## src/rtl/core/gf128ma_pkg.sv

```systemverilog
// ----------------------------------------------------------------------------
// gf128ma_pkg: shared types and constants
// Holds the per-stage item struct, the pipeline geometry and the register map
// of the GF(2^128) multiply-accumulate block.
// ----------------------------------------------------------------------------
`default_nettype none

package gf128ma_pkg;

    // Field geometry
    localparam int unsigned FIELD_W      = 128;
    localparam int unsigned HALF_W       = 64;
    localparam int unsigned RED_W        = 8;

    // Pipeline geometry: eight multiplier bits consumed per stage
    localparam int unsigned STEPS        = 8;
    localparam int unsigned NUM_STAGES   = FIELD_W / STEPS;

    // Stream widths
    localparam int unsigned IN_DATA_W    = 6 * HALF_W;
    localparam int unsigned OUT_DATA_W   = 2 * HALF_W;

    // Configuration port
    localparam int unsigned APB_ADDR_W   = 2;
    localparam int unsigned APB_DATA_W   = 32;
    localparam logic [APB_ADDR_W-1:0] REG_REDUCTION = 2'd0;
    localparam logic [RED_W-1:0]      RED_RESET     = 8'hE1;

    // Work item carried down the pipeline
    typedef struct packed {
        logic [FIELD_W-1:0] a;   // multiplicand, shifted and reduced per step
        logic [FIELD_W-1:0] b;   // multiplier, next bit to use at bit 0
        logic [FIELD_W-1:0] s;   // running sum, starts at the accumulator
    } t_item;

endpackage

`default_nettype wire

```

## src/rtl/core/gf128ma_stage.sv

```systemverilog
// ----------------------------------------------------------------------------
// gf128ma_stage: one pipeline stage of the shift-and-add multiplier
// Consumes STEPS bits of b: add a into the sum where the bit is set, then
// shift a left by one and fold the overflow bit back with the reduction byte.
// ----------------------------------------------------------------------------
`default_nettype none

module gf128ma_stage
    import gf128ma_pkg::*;
(
    input  wire logic             i_clk,
    input  wire logic             i_rst_n,
    input  wire logic [RED_W-1:0] i_red,
    input  wire logic             i_vld,
    input  wire t_item            i_item,
    output logic                  o_rdy,
    input  wire logic             i_nxt_rdy,
    output logic                  o_vld,
    output t_item                 o_item
);

    logic  r_vld;
    t_item r_item;
    t_item n_item;

    // Accept when empty or when the content moves on this cycle
    assign o_rdy = !r_vld || i_nxt_rdy;

    // Run STEPS shift-and-add steps on the incoming item
    always_comb begin
        logic [FIELD_W-1:0] a;
        logic [FIELD_W-1:0] s;
        logic               top;
        a   = i_item.a;
        s   = i_item.s;
        top = 1'b0;
        for (int j = 0; j < STEPS; j++) begin
            if (i_item.b[j]) begin
                s = s ^ a;
            end
            top = a[FIELD_W-1];
            a   = {a[FIELD_W-2:0], 1'b0};
            if (top) begin
                a[RED_W-1:0] = a[RED_W-1:0] ^ i_red;
            end
        end
        n_item.a = a;
        n_item.b = i_item.b >> STEPS;
        n_item.s = s;
    end

    // Advance valid under the ready chain
    always_ff @(posedge i_clk) begin
        if (!i_rst_n) begin
            r_vld <= 1'b0;
        end else if (o_rdy) begin
            r_vld <= i_vld;
        end
    end

    // Load payload only with a valid item
    always_ff @(posedge i_clk) begin
        if (o_rdy && i_vld) begin
            r_item <= n_item;
        end
    end

    assign o_vld  = r_vld;
    assign o_item = r_item;

endmodule

`default_nettype wire
```

## config.mk

```make
export PLATFORM = sky130hd
export DESIGN_NAME = gf128ma_stage
export DESIGN_NICKNAME = d
export VERILOG_FILES = /design/src/rtl/core/gf128ma_pkg.sv /design/src/rtl/core/gf128ma_stage.sv
export SDC_FILE = /design/constraint.sdc
export NUM_CORES = 1
export LEC_CHECK = 0
export BUFFER_PORTS_ARGS = -buffer_cell sky130_fd_sc_hd__buf_2
export CAP_MARGIN = 30
export CORE_AREA = 8 8 301 303
export CTS_CLUSTER_DIAMETER = 30
export CTS_CLUSTER_SIZE = 28
export DETAILED_ROUTE_END_ITERATION = 8
export DIE_AREA = 0 0 309 311
export PLACE_DENSITY = 0.5
export SLEW_MARGIN = 0
export SYNTH_ARGS = -nofsm -noshare
export SYNTH_HDL_FRONTEND = slang
export SYNTH_SLANG_ARGS = --single-unit
```

## constraint.sdc

```tcl
create_clock -name i_clk -period 14.3 [get_ports i_clk]
set_input_delay 2.86 -clock i_clk [delete_from_list [all_inputs] [get_ports i_clk]]
set_output_delay 2.86 -clock i_clk [all_outputs]
set_load 0.03 [all_outputs]
```

---- After elaboration in Yosys (flattened, before gate mapping) ----
Cells that the tools add are included.
Widths: inputs -> output; s select.
word-level totals
  logic and storage cells ................. 40
  output and inout port bits .............. 386
  flip-flop bits (word level) ............. 377
  bits of input ports ..................... 396
operators by class
  bitwise operators ....................... 16
  reductions and logical operators ........ 3
  multiplexer cells ....................... 16
operators with widths
  operator           number
  $mux 128           8
  $xor 128x128->128  8
  $mux 8             8
  $xor 8x8->8        8
  $logic_and 1x1->1  1
  $logic_not 1->1    1
  $logic_or 1x1->1   1

---- Logic depth before layout (Yosys ltp) ----
  depth in word-level cells ............... 16
  gate-level depth with buffers ........... 8
  gate-level depth less buffers ........... 7

---- Worst setup path before layout ----
Ideal clock, no wire load.
  path kind ............................... input-to-reg
  from .................................... input port i_nxt_rdy
  to ...................................... register r_item (netlist bit o_item[0]), enable pin
  slack ................................... 1.789 ns
  data required time ...................... 13.515 ns
  library setup time ...................... 0.785 ns
  arrival time ............................ 11.726 ns
  cell stages on the path ................. 2
  buffers on the path ..................... 0
  cells stage by stage .................... nand2b_1 and2_1
on the way
  word-level cells in the longest chain between the ends .. 2
RTL lines
  item                  line                 text
  start, declared       gf128ma_stage.sv:17  input wire logic i_nxt_rdy,
  $logic_or 1x1->1      gf128ma_stage.sv:27  assign o_rdy = !r_vld || i_nxt_rdy;
  $logic_and 1x1->1     gf128ma_stage.sv:63  if (o_rdy && i_vld) begin
  end signal, assigned  gf128ma_stage.sv:64  r_item <= n_item;
  end, declared         gf128ma_stage.sv:23  t_item r_item;
No other way between the ends.
A chain may end at the register's enable or synchronous reset.

---- Worst setup path after layout ----
  from .................................... input port i_nxt_rdy
  to ...................................... output port o_rdy
on the way
  word-level cells in the longest chain between the ends .. 1
RTL lines
  item              line                 text
  $logic_or 1x1->1  gf128ma_stage.sv:27
  end, declared     gf128ma_stage.sv:16  output logic o_rdy,
No other way between the ends.

==> flow_summary.yaml <==
route:
  drc: 0
  dr.pass1.iters: 4
  drt_iter0_markers: 1272
  routed_wl_mm: 97.9
  routedWlPerCell_um: 20.8
  ant_nets: 0
  via_per_inst: 4.36
  routed-via-count: 20500
synthesis:
  synth_area_leaders: "edfxtp_1 43%, xnor2_1 26%, nand2_1 15%"
  syn_area_um2: 26400
  synth_top_area_share: 0.428
  synth-simple-area-share: 0.159
  synth_largest_area_cell: "edfxtp_1"
  yosys_warnings: 0
  synth_top_family_by_area: "XOR/XNOR gates"
  synth_cell_type_count: 36
  synth_fa_ha_area_frac: 0
  synth_compound_area_frac: 0.00142
  avgSynthCellArea_um2: 9.37
  yosysSeqAreaShare: 0.429
  post_synth_mux_area_share: 0.000380
  synth_xor_area_frac: 0.371
  synthCells: 2813
  synth.ff_latch_count: 377
min_path:
  min_path_type: "reg2reg"
  worstHoldPathCells: 2
worst_setup_path:
  critPathLaunchType: "input pin"
  crit_fanout: 3
  crit_type: "in2out"
  worst-path-stages: 3
  crit_path_cell_trace: "buf_2 > nand2b_1 > buf_2"
  r2r.worst_path.cells: 4
  worst_ep_arrival_time_ns: 3.30
  worstSetupEndpointType: "output pin"
  cp_slowest_cell: "buf_2"
  path_buf_inv: 2
  crit_family: "buffers and inverters"
  cp.required_ns: 11.44
  path_common_cell: "buf_2"
  cpPeakStageDelay_ns: 0.19
global_routing:
  grt_first_pass_wirelength_mm: 142
  grt_max_degree: 168
  grt-ovfl-total: 0
  track_usage: 0.195
  antenna_found_initial: 22
  grt_pass1_vias: 20700
power:
  p_leak_nw: 13.9
  vdd_drop_max_uv: 97.8
  power_density_nw_per_um2: 152
sta:
  fin_setup_tns_ns: 0
  drv_slew: 0
  rsz0062_at_grt: "false"
  setup_violations: 0
  period_needed_ns: 6.16
  worst_slew_pin_slew_ns: 1.08
  period_share: 0.431
  slew_headroom: 0.283
  hold_violations: 0
  fmax_ghz: 0.162
  skew_ns: 0.0391
cts:
  numClockSinks: 377
  insertion_delay_ns: 0.67
  cts_buffers: 103
  cts_buffer_depth: 3
  clk_pin_slew_ns: 0.04
  hold_buffers: 0
  cts_max_level: 3
  postCtsSetupBuffers: 0
  cts_root_buffer: "clkbuf_16"
  cts.repair.resized: 0
  cts_tree: "done"
floorplan:
  die_h_um: 311
  dieArea_um2: 96100
  io_pins: 782
  start_util: 0.307
  die_w_um: 309
  core_area_um2: 85900
  fp-row-count: 108
job:
  maxCapViolCount: 0
final_layout:
  fin_area_um2: 34300
  finalNetCount: 3856
  drive_above_1_share: 0.270
  area_growth_pct: 30.2
  fillers: 8645
place:
  routabilityCongestion: 0.816
  io_buffers: 773
  hpwl_mm: 70.8
  dpl_cell_area_um2: 30800
outcome:
  status: "complete, no violations"
==> cell usage in the layout, fill, tap and decap left out, types with 2 or more instances in the layout <==
master | synthesis | final
diode_2 | 0 | 13
clkinvlp_4 | 0 | 8
and2_4 | 2 | 3
edfxtp_1 | 376 | 376
nand2_2 | 2 | 2
xor2_1 | 263 | 263
nand2b_1 | 4 | 4
xor3_1 | 4 | 4
buf_2 | 13 | 765
xnor3_1 | 11 | 11
and2_1 | 4 | 3
clkbuf_1 | 202 | 11
buf_4 | 10 | 20
inv_1 | 3 | 3
clkinv_1 | 0 | 28
nand2_1 | 1072 | 1072
xnor3_2 | 4 | 4
nor2_1 | 3 | 3
clkinv_4 | 0 | 4
xnor2_2 | 5 | 5
o21ai_0 | 3 | 3
clkinv_16 | 0 | 4
bufinv_16 | 0 | 13
clkbuf_16 | 0 | 103
a21boi_0 | 2 | 2
conb_1 | 1 | 8
clkinv_2 | 0 | 17
xnor2_1 | 790 | 790
==> tightest hold or removal path: cells and delay by family (launching register included) <==
| kind | cells | cell delay (ns) |
|---|---|---|
| compound gates | 1 | 0.09 |
| flops | 1 | 0.30 |
| simple gates | 1 | 0.10 |
==> synthesized netlist by cell type <==
| cell type | number |
|---|---|
| and3b_4 | 1 |
| buf_2 | 13 |
| and2_1 | 4 |
| xnor2_2 | 5 |
| buf_6 | 2 |
| clkbuf_1 | 202 |
| xor2_1 | 263 |
| nor2_1 | 3 |
| clkbuf_2 | 2 |
| buf_1 | 22 |
| a21boi_0 | 2 |
| xor2_4 | 1 |
| buf_4 | 10 |
| and2_2 | 1 |
| and2_4 | 2 |
| nand2b_1 | 4 |
| a21boi_1 | 1 |
| xor3_1 | 4 |
| dfxtp_1 | 1 |
| xor2_2 | 1 |
| or2_4 | 1 |
| xnor3_2 | 4 |
| xnor2_1 | 790 |
| nor3_1 | 1 |
| nand3b_1 | 1 |
| xnor3_1 | 11 |
| nor2b_1 | 1 |
| o21ai_0 | 3 |
| mux2i_1 | 1 |
| nand2_2 | 2 |
| inv_1 | 3 |
| edfxtp_1 | 376 |
| nand2_1 | 1072 |
| conb_1 | 1 |
| nor3b_1 | 1 |
| and3b_1 | 1 |
==> registers in the layout, indices dropped and copies added, names as in the netlist <==
| name | flops |
|---|---|
| o_vld | 1 |
| o_item | 376 |
==> logic make-up after synthesis <==
group,count (synthesis)
buffers and inverters,254
DFF,377
xor gates and xnor gates,1079
other,1
and+or+nand+nor,1095
muxes,1
AOI/OAI and AO/OA,6
==> per-layer routing <==
layer,wire length [um],share of wire,global-route usage
met1,37900,0.39,0.223
met4,3110,0.032,0.0742
met5,57,0.00058,0
met2,49100,0.50,0.339
met3,7830,0.080,0.0589
==> path summary, 6_finish.rpt <==
path	start	to	slack, ns
worst max-delay path	i_nxt_rdy	o_rdy	8.14
worst min-delay path	o_vld$_SDFFE_PN0N_	o_vld$_SDFFE_PN0N_	0.54
worst max register to register	o_vld$_SDFFE_PN0N_	o_item[116]$_DFFE_PP_	11.27
worst min register to register	o_vld$_SDFFE_PN0N_	o_vld$_SDFFE_PN0N_	0.54
==> final cells by class <==
| cell class | instances | area [um^2] | area share |
|---|---|---|---|
| inverters | 3 | 11.3 | 0.000328 |
| clock inverters | 77 | 841 | 0.0245 |
| diodes | 13 | 32.5 | 0.000948 |
| flip-flops and latches | 377 | 11300 | 0.330 |
| well taps | 1155 | 1450 | 0.0421 |
| multi-input cells | 2189 | 14000 | 0.409 |
| clock buffers | 114 | 2620 | 0.0763 |
| repair buffers | 786 | 4000 | 0.117 |
==> where the power goes <==
part / switching, mW / internal, mW / total (mW)
registers: 0.0381 / 1.43 / 1.47
clock network: 0.716 / 1.54 / 2.26
logic: 0.926 / 0.564 / 1.49
total: 1.68 / 3.54 / 5.22
==> metrics by stage <==
step	utilization	hold slack (ns)	instances	power, mW	setup WS (ns)
3_5_place_dp	0.359	0.535	4510	3.00	8.14
4_1_cts	0.399	0.542	4701	5.30	8.14
3_3_place_gp	0.359	0.524	4510	2.99	8.15
2_1_floorplan	-	0.885	2820	2.59	1.79
6_report	0.399	0.541	4714	5.22	8.14
5_1_grt	0.399	0.575	4713	5.44	8.11
(Power assumes the default switching activity.)
