## config.mk

```make
export PLATFORM = sky130hd
export DESIGN_NAME = gf128ma_regs
export DESIGN_NICKNAME = d
export VERILOG_FILES = /design/src/rtl/core/gf128ma_pkg.sv /design/src/rtl/core/gf128ma_regs.sv
export SDC_FILE = /design/constraint.sdc
export NUM_CORES = 1
export LEC_CHECK = 0
export CAP_MARGIN = 20
export CORE_MARGIN = 3
export CORE_UTILIZATION = 40
export DETAILED_ROUTE_END_ITERATION = 8
export DONT_BUFFER_PORTS = 1
export PLACE_DENSITY = 0.55
export SKIP_LAST_GASP = 1
export SYNTH_ARGS = -nofsm -noshare
export SYNTH_HDL_FRONTEND = slang
export SYNTH_SLANG_ARGS = --single-unit
export TNS_END_PERCENT = 10
```

## constraint.sdc

```tcl
create_clock -name i_clk -period 1.8 [get_ports i_clk]
set_input_delay 0.27 -clock i_clk [delete_from_list [all_inputs] [get_ports i_clk]]
set_output_delay 0.27 -clock i_clk [all_outputs]
set_load 0.005 [all_outputs]
```

## src/rtl/core/gf128ma_pkg.sv

```systemverilog
// ----------------------------------------------------------------------------
// gf128ma_pkg: shared types and constants
// Holds the per-stage item struct, the pipeline geometry and the register map
// of the GF(2^128) multiply-accumulate block.
// ----------------------------------------------------------------------------
`default_nettype none

package gf128ma_pkg;

    // Field geometry
    localparam int unsigned FIELD_W      = 128;
    localparam int unsigned HALF_W       = 64;
    localparam int unsigned RED_W        = 8;

    // Pipeline geometry: eight multiplier bits consumed per stage
    localparam int unsigned STEPS        = 8;
    localparam int unsigned NUM_STAGES   = FIELD_W / STEPS;

    // Stream widths
    localparam int unsigned IN_DATA_W    = 6 * HALF_W;
    localparam int unsigned OUT_DATA_W   = 2 * HALF_W;

    // Configuration port
    localparam int unsigned APB_ADDR_W   = 2;
    localparam int unsigned APB_DATA_W   = 32;
    localparam logic [APB_ADDR_W-1:0] REG_REDUCTION = 2'd0;
    localparam logic [RED_W-1:0]      RED_RESET     = 8'hE1;

    // Work item carried down the pipeline
    typedef struct packed {
        logic [FIELD_W-1:0] a;   // multiplicand, shifted and reduced per step
        logic [FIELD_W-1:0] b;   // multiplier, next bit to use at bit 0
        logic [FIELD_W-1:0] s;   // running sum, starts at the accumulator
    } t_item;

endpackage

`default_nettype wire

```

## src/rtl/core/gf128ma_regs.sv

```systemverilog
// ----------------------------------------------------------------------------
// gf128ma_regs: configuration register file
// APB-style slave holding the reduction byte; always ready, zero wait states.
// ----------------------------------------------------------------------------
`default_nettype none

module gf128ma_regs
    import gf128ma_pkg::*;
(
    input  wire logic                  i_clk,
    input  wire logic                  i_rst_n,
    input  wire logic                  psel,
    input  wire logic                  penable,
    input  wire logic                  pwrite,
    input  wire logic [APB_ADDR_W-1:0] paddr,
    input  wire logic [APB_DATA_W-1:0] pwdata,
    output logic      [APB_DATA_W-1:0] prdata,
    output logic                       pready,
    output logic      [RED_W-1:0]      o_red
);

    logic [RED_W-1:0] r_red;
    logic             wr_en;

    assign pready = 1'b1;
    assign wr_en  = psel && penable && pwrite && pready;

    // Capture the reduction byte on a write transaction to its address
    always_ff @(posedge i_clk) begin
        if (!i_rst_n) begin
            r_red <= RED_RESET;
        end else if (wr_en && (paddr == REG_REDUCTION)) begin
            r_red <= pwdata[RED_W-1:0];
        end
    end

    // Read back; unused addresses read as zero
    always_comb begin
        prdata = '0;
        if (paddr == REG_REDUCTION) begin
            prdata = {{(APB_DATA_W-RED_W){1'b0}}, r_red};
        end
    end

    assign o_red = r_red;

endmodule

`default_nettype wire

```

# After elaboration in Yosys (flattened, before gate mapping)
# Cells that the tools add are included.
word_totals:
  ram_bits: 0
  wordCells: 6
  n_memories: 0
  reg_bits: 8
  romBits: 0
  latch_bits: 0
op_classes:
  n_div: 0
  reduce_logical: 4
  n_lt_le_gt_ge: 0
  n_eq_ne: 0
  n_bitwise: 0
  n_addsub: 0
  n_shift: 0
  multipliers: 0
  n_mux: 1
op_table:
  columns: ["operator", "count"]
  rows:
  - ["8-bit two-way mux", 1]
  - ["1-bit logical AND", 3]
  - ["2-bit logical NOT", 1]

# Depth between registers and ports, before layout
# Gate-level depths: netlist (run 1).
logic_depth:
  ltp_word: 3
  mapped_depth: 4

# Worst setup path after synthesis (run 1)
# OpenSTA, ideal clock, no wires.
synth_path:
  kind: "input port to flip-flop"
  start: "input port pwrite"
  end: "register r_red[1] (netlist: o_red[1])"
  setup_slack_ps: 824
  path_buffers: 1
  arrival_ps: 858
  path_stages: 4
  t_required_ps: 1682
  cell_sequence: "and3_1 -> and2_4 -> buf_6 -> mux2i_1"
synth_via:
  elab_chain_cells: 2
synth_rtl:
  columns: ["element", "line", "text"]
  rows:
  - ["start, declared", "gf128ma_regs.sv:14", "input wire logic pwrite,"]
  - ["1-bit logical AND", "gf128ma_regs.sv:26", "assign wr_en = psel && penable && pwrite && pready;"]
  - ["1-bit logical AND", "gf128ma_regs.sv:32", "end else if (wr_en && (paddr == REG_REDUCTION)) begin"]
  - ["end signal, assigned", "gf128ma_regs.sv:33", "r_red <= pwdata[RED_W-1:0];"]
  - ["end, declared", "gf128ma_regs.sv:22", "logic [RED_W-1:0] r_red;"]
# Every way passes these cells.
# A chain may end at the register's enable or synchronous reset.

# Final worst setup path (run 1)
layout_path:
  start: "register r_red[5] (netlist: o_red[5])"
  end: "output port prdata[5]"
layout_via:
  elab_chain_cells: 1
layout_rtl:
  columns: ["element", "line", "text"]
  rows:
  - ["8-bit two-way mux", "gf128ma_regs.sv:40", "if (paddr == REG_REDUCTION) begin"]
  - ["end, declared", "gf128ma_regs.sv:17", "output logic [APB_DATA_W-1:0] prdata,"]
# Every way passes these cells.

==> results.cfg, run 1 <==
[detailed_routing]
drt-pass1-iter-count = 3
vias = 387
wl_per_cell_um = 12.31
drtIter0Drc = 4
wirelength_um = 1059
ant_nets = 0
viasPerCell = 4.500
route.detailed.drc = 0

[cts]
ctsHoldBuffers = 0
cts_tree = built
htree_num_levels = 1
clk_pin_slew_worst_paths_ns = 0.05
cts-root-buf = clkbuf_4
ctsResizeCount = 0
postCtsSetupBuffers = 0
cts_buffers = 3
clock_sinks = 8
clk_path_buf_depth = 2
worstSkewPairLatency_ns = 0.25

[placement]
dp.cells = 83
dp_slack_ns = 0.7345
portBuffers = 0
place_hpwl_um = 833.4
place_area_um2 = 479.2
gp_congestion = 0.7107

[timing]
fmax_ghz = 0.8457
finalHoldViolations = 0
period_needed_ns = 1.183
worst_slack_ns = 0.6175
rsz0062_at_grt = false
tns_ns = 0
slew_viol_final = 0
fin_worst_skew_ns = 0
finalSetupViolCount = 0
min_period_over_period_pct = 65.70

[grt]
grt.total_usage_pct = 11.29
grt_pass1_vias = 358
antenna_found_initial = 0
grt_pass1_wl_um = 1538
overflow = 0
grt_max_degree = 13

[worst_setup_path]
critPathKind = reg2out
regToRegSetupSlack_ns = 1.14
critPathMaxFanout = 2
r2r_cells = 2
crit_path_end_kind = output port
cp.arrival_ns = 0.91
critPathRequiredTime_ns = 1.53
crit_path_start_kind = register

[synth]
ys.flop_type = dfxtp_1
synth_area_per_cell_um2 = 8.011
seq_area_frac_synth_pct = 27.77
async_reset_ff_share_pct = 0
synth_area_um2 = 576.8
netlist_top_cells_count = buf_4, dfxtp_1, nand2_1
ys_ff_latch = 8
synth_most_common_cell = buf_4
yosys_warnings = 0
synthesis.instances = 72
yosysTopAreaCellShare_pct = 32.54
synth-edff-count = 0
ys_types = 15
yosys-top-cells-area = buf_4, dfxtp_1, mux2i_1
yosys.area.top_type = buf_4

[floorplanning]
die_x_um = 43.98
pin_count = 80
core_area_um2 = 1334
num_rows = 13
die_h_um = 43.98
die-area_um2 = 1934
initial_core_util_pct = 43.25

[flow_run]
drv_cap = 0

[pwr]
ir_worst_vdd_mv = 0.3923
power_density_nw_per_um2 = 697.3
leakage_nw = 0.2523

[layout]
drive_gt1_share_pct = 7.042
final_cell_area_um2 = 501.7
largest_reg_flops = 8
fin_cells = 86
areaGrowthSynthToFinish_pct = -13.02
insertedDiodeCount = 0
fin_nets = 112

[hold_path]
min_path_type = in2reg
hold_path_depth = 1

[outcome]
status = finished, final reports clean
-- report_power, final --
group | switching, mW | leakage [nW] | internal, mW
Sequential | 0.00233 | 0.0648 | 0.180
Clock | 0.0598 | 0.0138 | 0.0762
Combinational | 0.0236 | 0.174 | 0.00761
Total | 0.0857 | 0.252 | 0.264
-- placed cells by master (no fill, tap or decap) --
cell type	synthesis	layout
conb_1	2	25
nand2_1	8	8
dfxtp_1	8	8
inv_1	4	4
nor3_1	4	4
and2_1	4	4
mux2i_1	4	4
nand3_1	4	4
o211ai_1	4	4
clkbuf_4	0	3
nor2_4	1	1
and3_1	1	1
and2_4	1	1
-- worst max-delay path, stage by stage (launching register included) --
cell and delay [ns]:
dfxtp_1 0.34, inv_1 0.07, nor3_1 0.26
-- final timing paths --
path,endpoint,start
setup reg to reg,o_red[5],o_red[5]
setup / recovery,prdata[5],o_red[5]
hold reg to reg,o_red[3],o_red[3]
hold / removal,o_red[0],i_rst_n
-- cell type report --
cell class	instances	area, um2
Clock buffer	3	22.52
Fill cell	144	832.0
Inverter	4	15.01
Multi-Input combinational cell	56	285.3
Sequential cell	8	160.2
Tap cell	15	18.77
-- per-stage QoR --
step	total power, mW	util, %	hold WS (ns)
finish	0.3498	37.62	0.1101
global route	0.3745	37.62	0.09724
CTS	0.3537	37.62	0.1037
detailed placement	0.2166	35.93	0.3655
global placement	0.2161	35.93	0.3615
floorplan	0.2553	-	0.4121
-- logic make-up (layout without fill, tap and decap cells) --
group,after synthesis,in the layout,synth area share (%)
other,2,25,1.302
AND/OR/NAND/NOR,23,23,21.04
buffers and inverters,31,7,37.74
multiplexers,4,4,6.942
flip-flops,8,8,27.77
AO/OA/AOI/OAI,4,4,5.206
-- layer usage --
layer  up-vias  GRT usage, %  part of all wire, %
met5         -             0                    0
met4         0         1.807                    0
met3         0         9.959                   15
met2        30         18.02                   50
met1       175         11.22                   35
li1        182             -                    -
Note: power is estimated with default switching activity, not from simulation.
==> run 2, diff against run 1 <==
--- a/config.mk
+++ b/config.mk
@@ -10,7 +10,7 @@
 export CORE_UTILIZATION = 40
 export DETAILED_ROUTE_END_ITERATION = 8
 export DONT_BUFFER_PORTS = 1
-export PLACE_DENSITY = 0.55
+export PLACE_DENSITY = 0.57
 export SKIP_LAST_GASP = 1
 export SYNTH_ARGS = -nofsm -noshare
 export SYNTH_HDL_FRONTEND = slang
==> constraint.sdc (replaced) <==
create_clock -name i_clk -period 1 [get_ports i_clk]
set_input_delay 0.15 -clock i_clk [delete_from_list [all_inputs] [get_ports i_clk]]
set_output_delay 0.15 -clock i_clk [all_outputs]
set_load 0.005 [all_outputs]
==> results.cfg, run 2 (synthesis gave the netlist of run 1 again) <==
[detailed_routing]
route.detailed.drc = 0
ant_nets = 0
wl_per_cell_um = 12.25
viasPerCell = 4.281
drtIter0Drc = 3
vias = 381
wirelength_um = 1090
drt-pass1-iter-count = 2

[grt]
antenna_found_initial = 0
grt.total_usage_pct = 11.20
grt_max_degree = 11
overflow = 0
grt_pass1_vias = 331
grt_pass1_wl_um = 1545

[cts]
cts-root-buf = clkbuf_4
clk_path_buf_depth = 2
clk_pin_slew_worst_paths_ns = 0.06
htree_num_levels = 1
clock_sinks = 8
cts_buffers = 3
cts_tree = built
worstSkewPairLatency_ns = 0.25
postCtsSetupBuffers = 0

[layout]
layout_commonest_cell = conb_1
largest_reg_flops = 8
final_cell_area_um2 = 548.0
fin_cells = 89
utilization_pct = 41.09
nFillCells = 146
drive_gt1_share_pct = 16.22
insertedDiodeCount = 0
layout_common_cells = conb_1, nand2_1, dfxtp_1
areaGrowthSynthToFinish_pct = -4.989
fin_nets = 115

[worst_setup_path]
crit_path_start_kind = register
crit_path_end_kind = output port
cpMaxStageDelayCell = dfxtp_1
critPathRequiredTime_ns = 0.85
critPathKind = reg2out
critPathMaxFanout = 2
crit_chain = inv_1 -> nor3_2
cp.arrival_ns = 0.83
slowest_delay_ns = 0.35

[flow_run]
drv_cap = 0

[floorplanning]
initial_core_util_pct = 43.25
die_x_um = 43.98
die_h_um = 43.98
die-area_um2 = 1934
pin_count = 80
core_area_um2 = 1334
num_rows = 13

[placement]
portBuffers = 0
dp.cells = 85
dp_slack_ns = 0.1697
place_area_um2 = 494.2
place_hpwl_um = 839
gp_congestion = 0.6220

[timing]
min_period_over_period_pct = 97.90
hold_ws_ns = 0.009575
fin_worst_skew_ns = 0
fmax_ghz = 1.021
finalHoldViolations = 0
finalSetupViolCount = 0
worst_slack_ns = 0.02098
slew_viol_final = 0
tns_ns = 0
rsz0062_at_grt = true
period_needed_ns = 0.9790

[pwr]
ir_worst_vdd_mv = 0.6177
p_total_uw = 652.5
leakage_nw = 0.2683
power_density_nw_per_um2 = 1191

[hold_path]
min_path_type = in2reg

[outcome]
status = finished, final reports clean
-- run 2: cell count changes in the layout (fill, tap and decap cells not counted) --
cell	change
buf_4	+2
dfxtp_1	-1
dfxtp_2	+1
dlygate4sd3_1	+1
nor3_1	-4
nor3_2	+4
-- run 2: timing repair --
action	CTS	global route
hold buffers	1	0
endpoints found under the setup margin	4	4
pin swaps	1	3
resized for setup	4	1
endpoints found under the hold margin	3	0
-- run 2: area by class of cell --
class	count	area, um2	area share, %
clock buffer	3	22.52	4.110
timing repair buffer	3	25.02	4.566
sequential	8	161.4	29.45
inverter	4	15.01	2.740
multi-input combinational	56	305.3	55.71
tap	15	18.77	3.425
-- run 2: worst paths after layout --
kind	to	cells past startpoint	startpoint	slack, ns
hold / removal	o_red[0]	1	i_rst_n	0.01
setup reg to reg	o_red[0]	2	o_red[0]	0.33
hold reg to reg	o_red[1]	2	o_red[1]	0.49
setup / recovery	prdata[5]	2	o_red[5]	0.02
-- run 2: report_power, final --
part	internal, mW	switching [mW]	total [mW]	leakage (nW)
sequential	0.325	0.00436	0.329	0.0644
combinational	0.0242	0.0453	0.0696	0.190
clock	0.138	0.116	0.254	0.0138
total	0.487	0.166	0.652	0.268
-- run 2: routing by layer --
metal	track usage [%]	wire (um)	share of wire (%)	up-vias
met5	0	0	0	-
met4	5.422	15	1.4	0
met3	4.979	146	13	2
met2	15.99	497	46	34
met1	14.21	430	39	160
li1	-	-	-	185
-- run 2: critical path: cells and delay by family, from the launching register on --
kind / cells / cell delay [ns]
buf+inv: 1 / 0.08
flops: 1 / 0.35
simple gates: 1 / 0.14
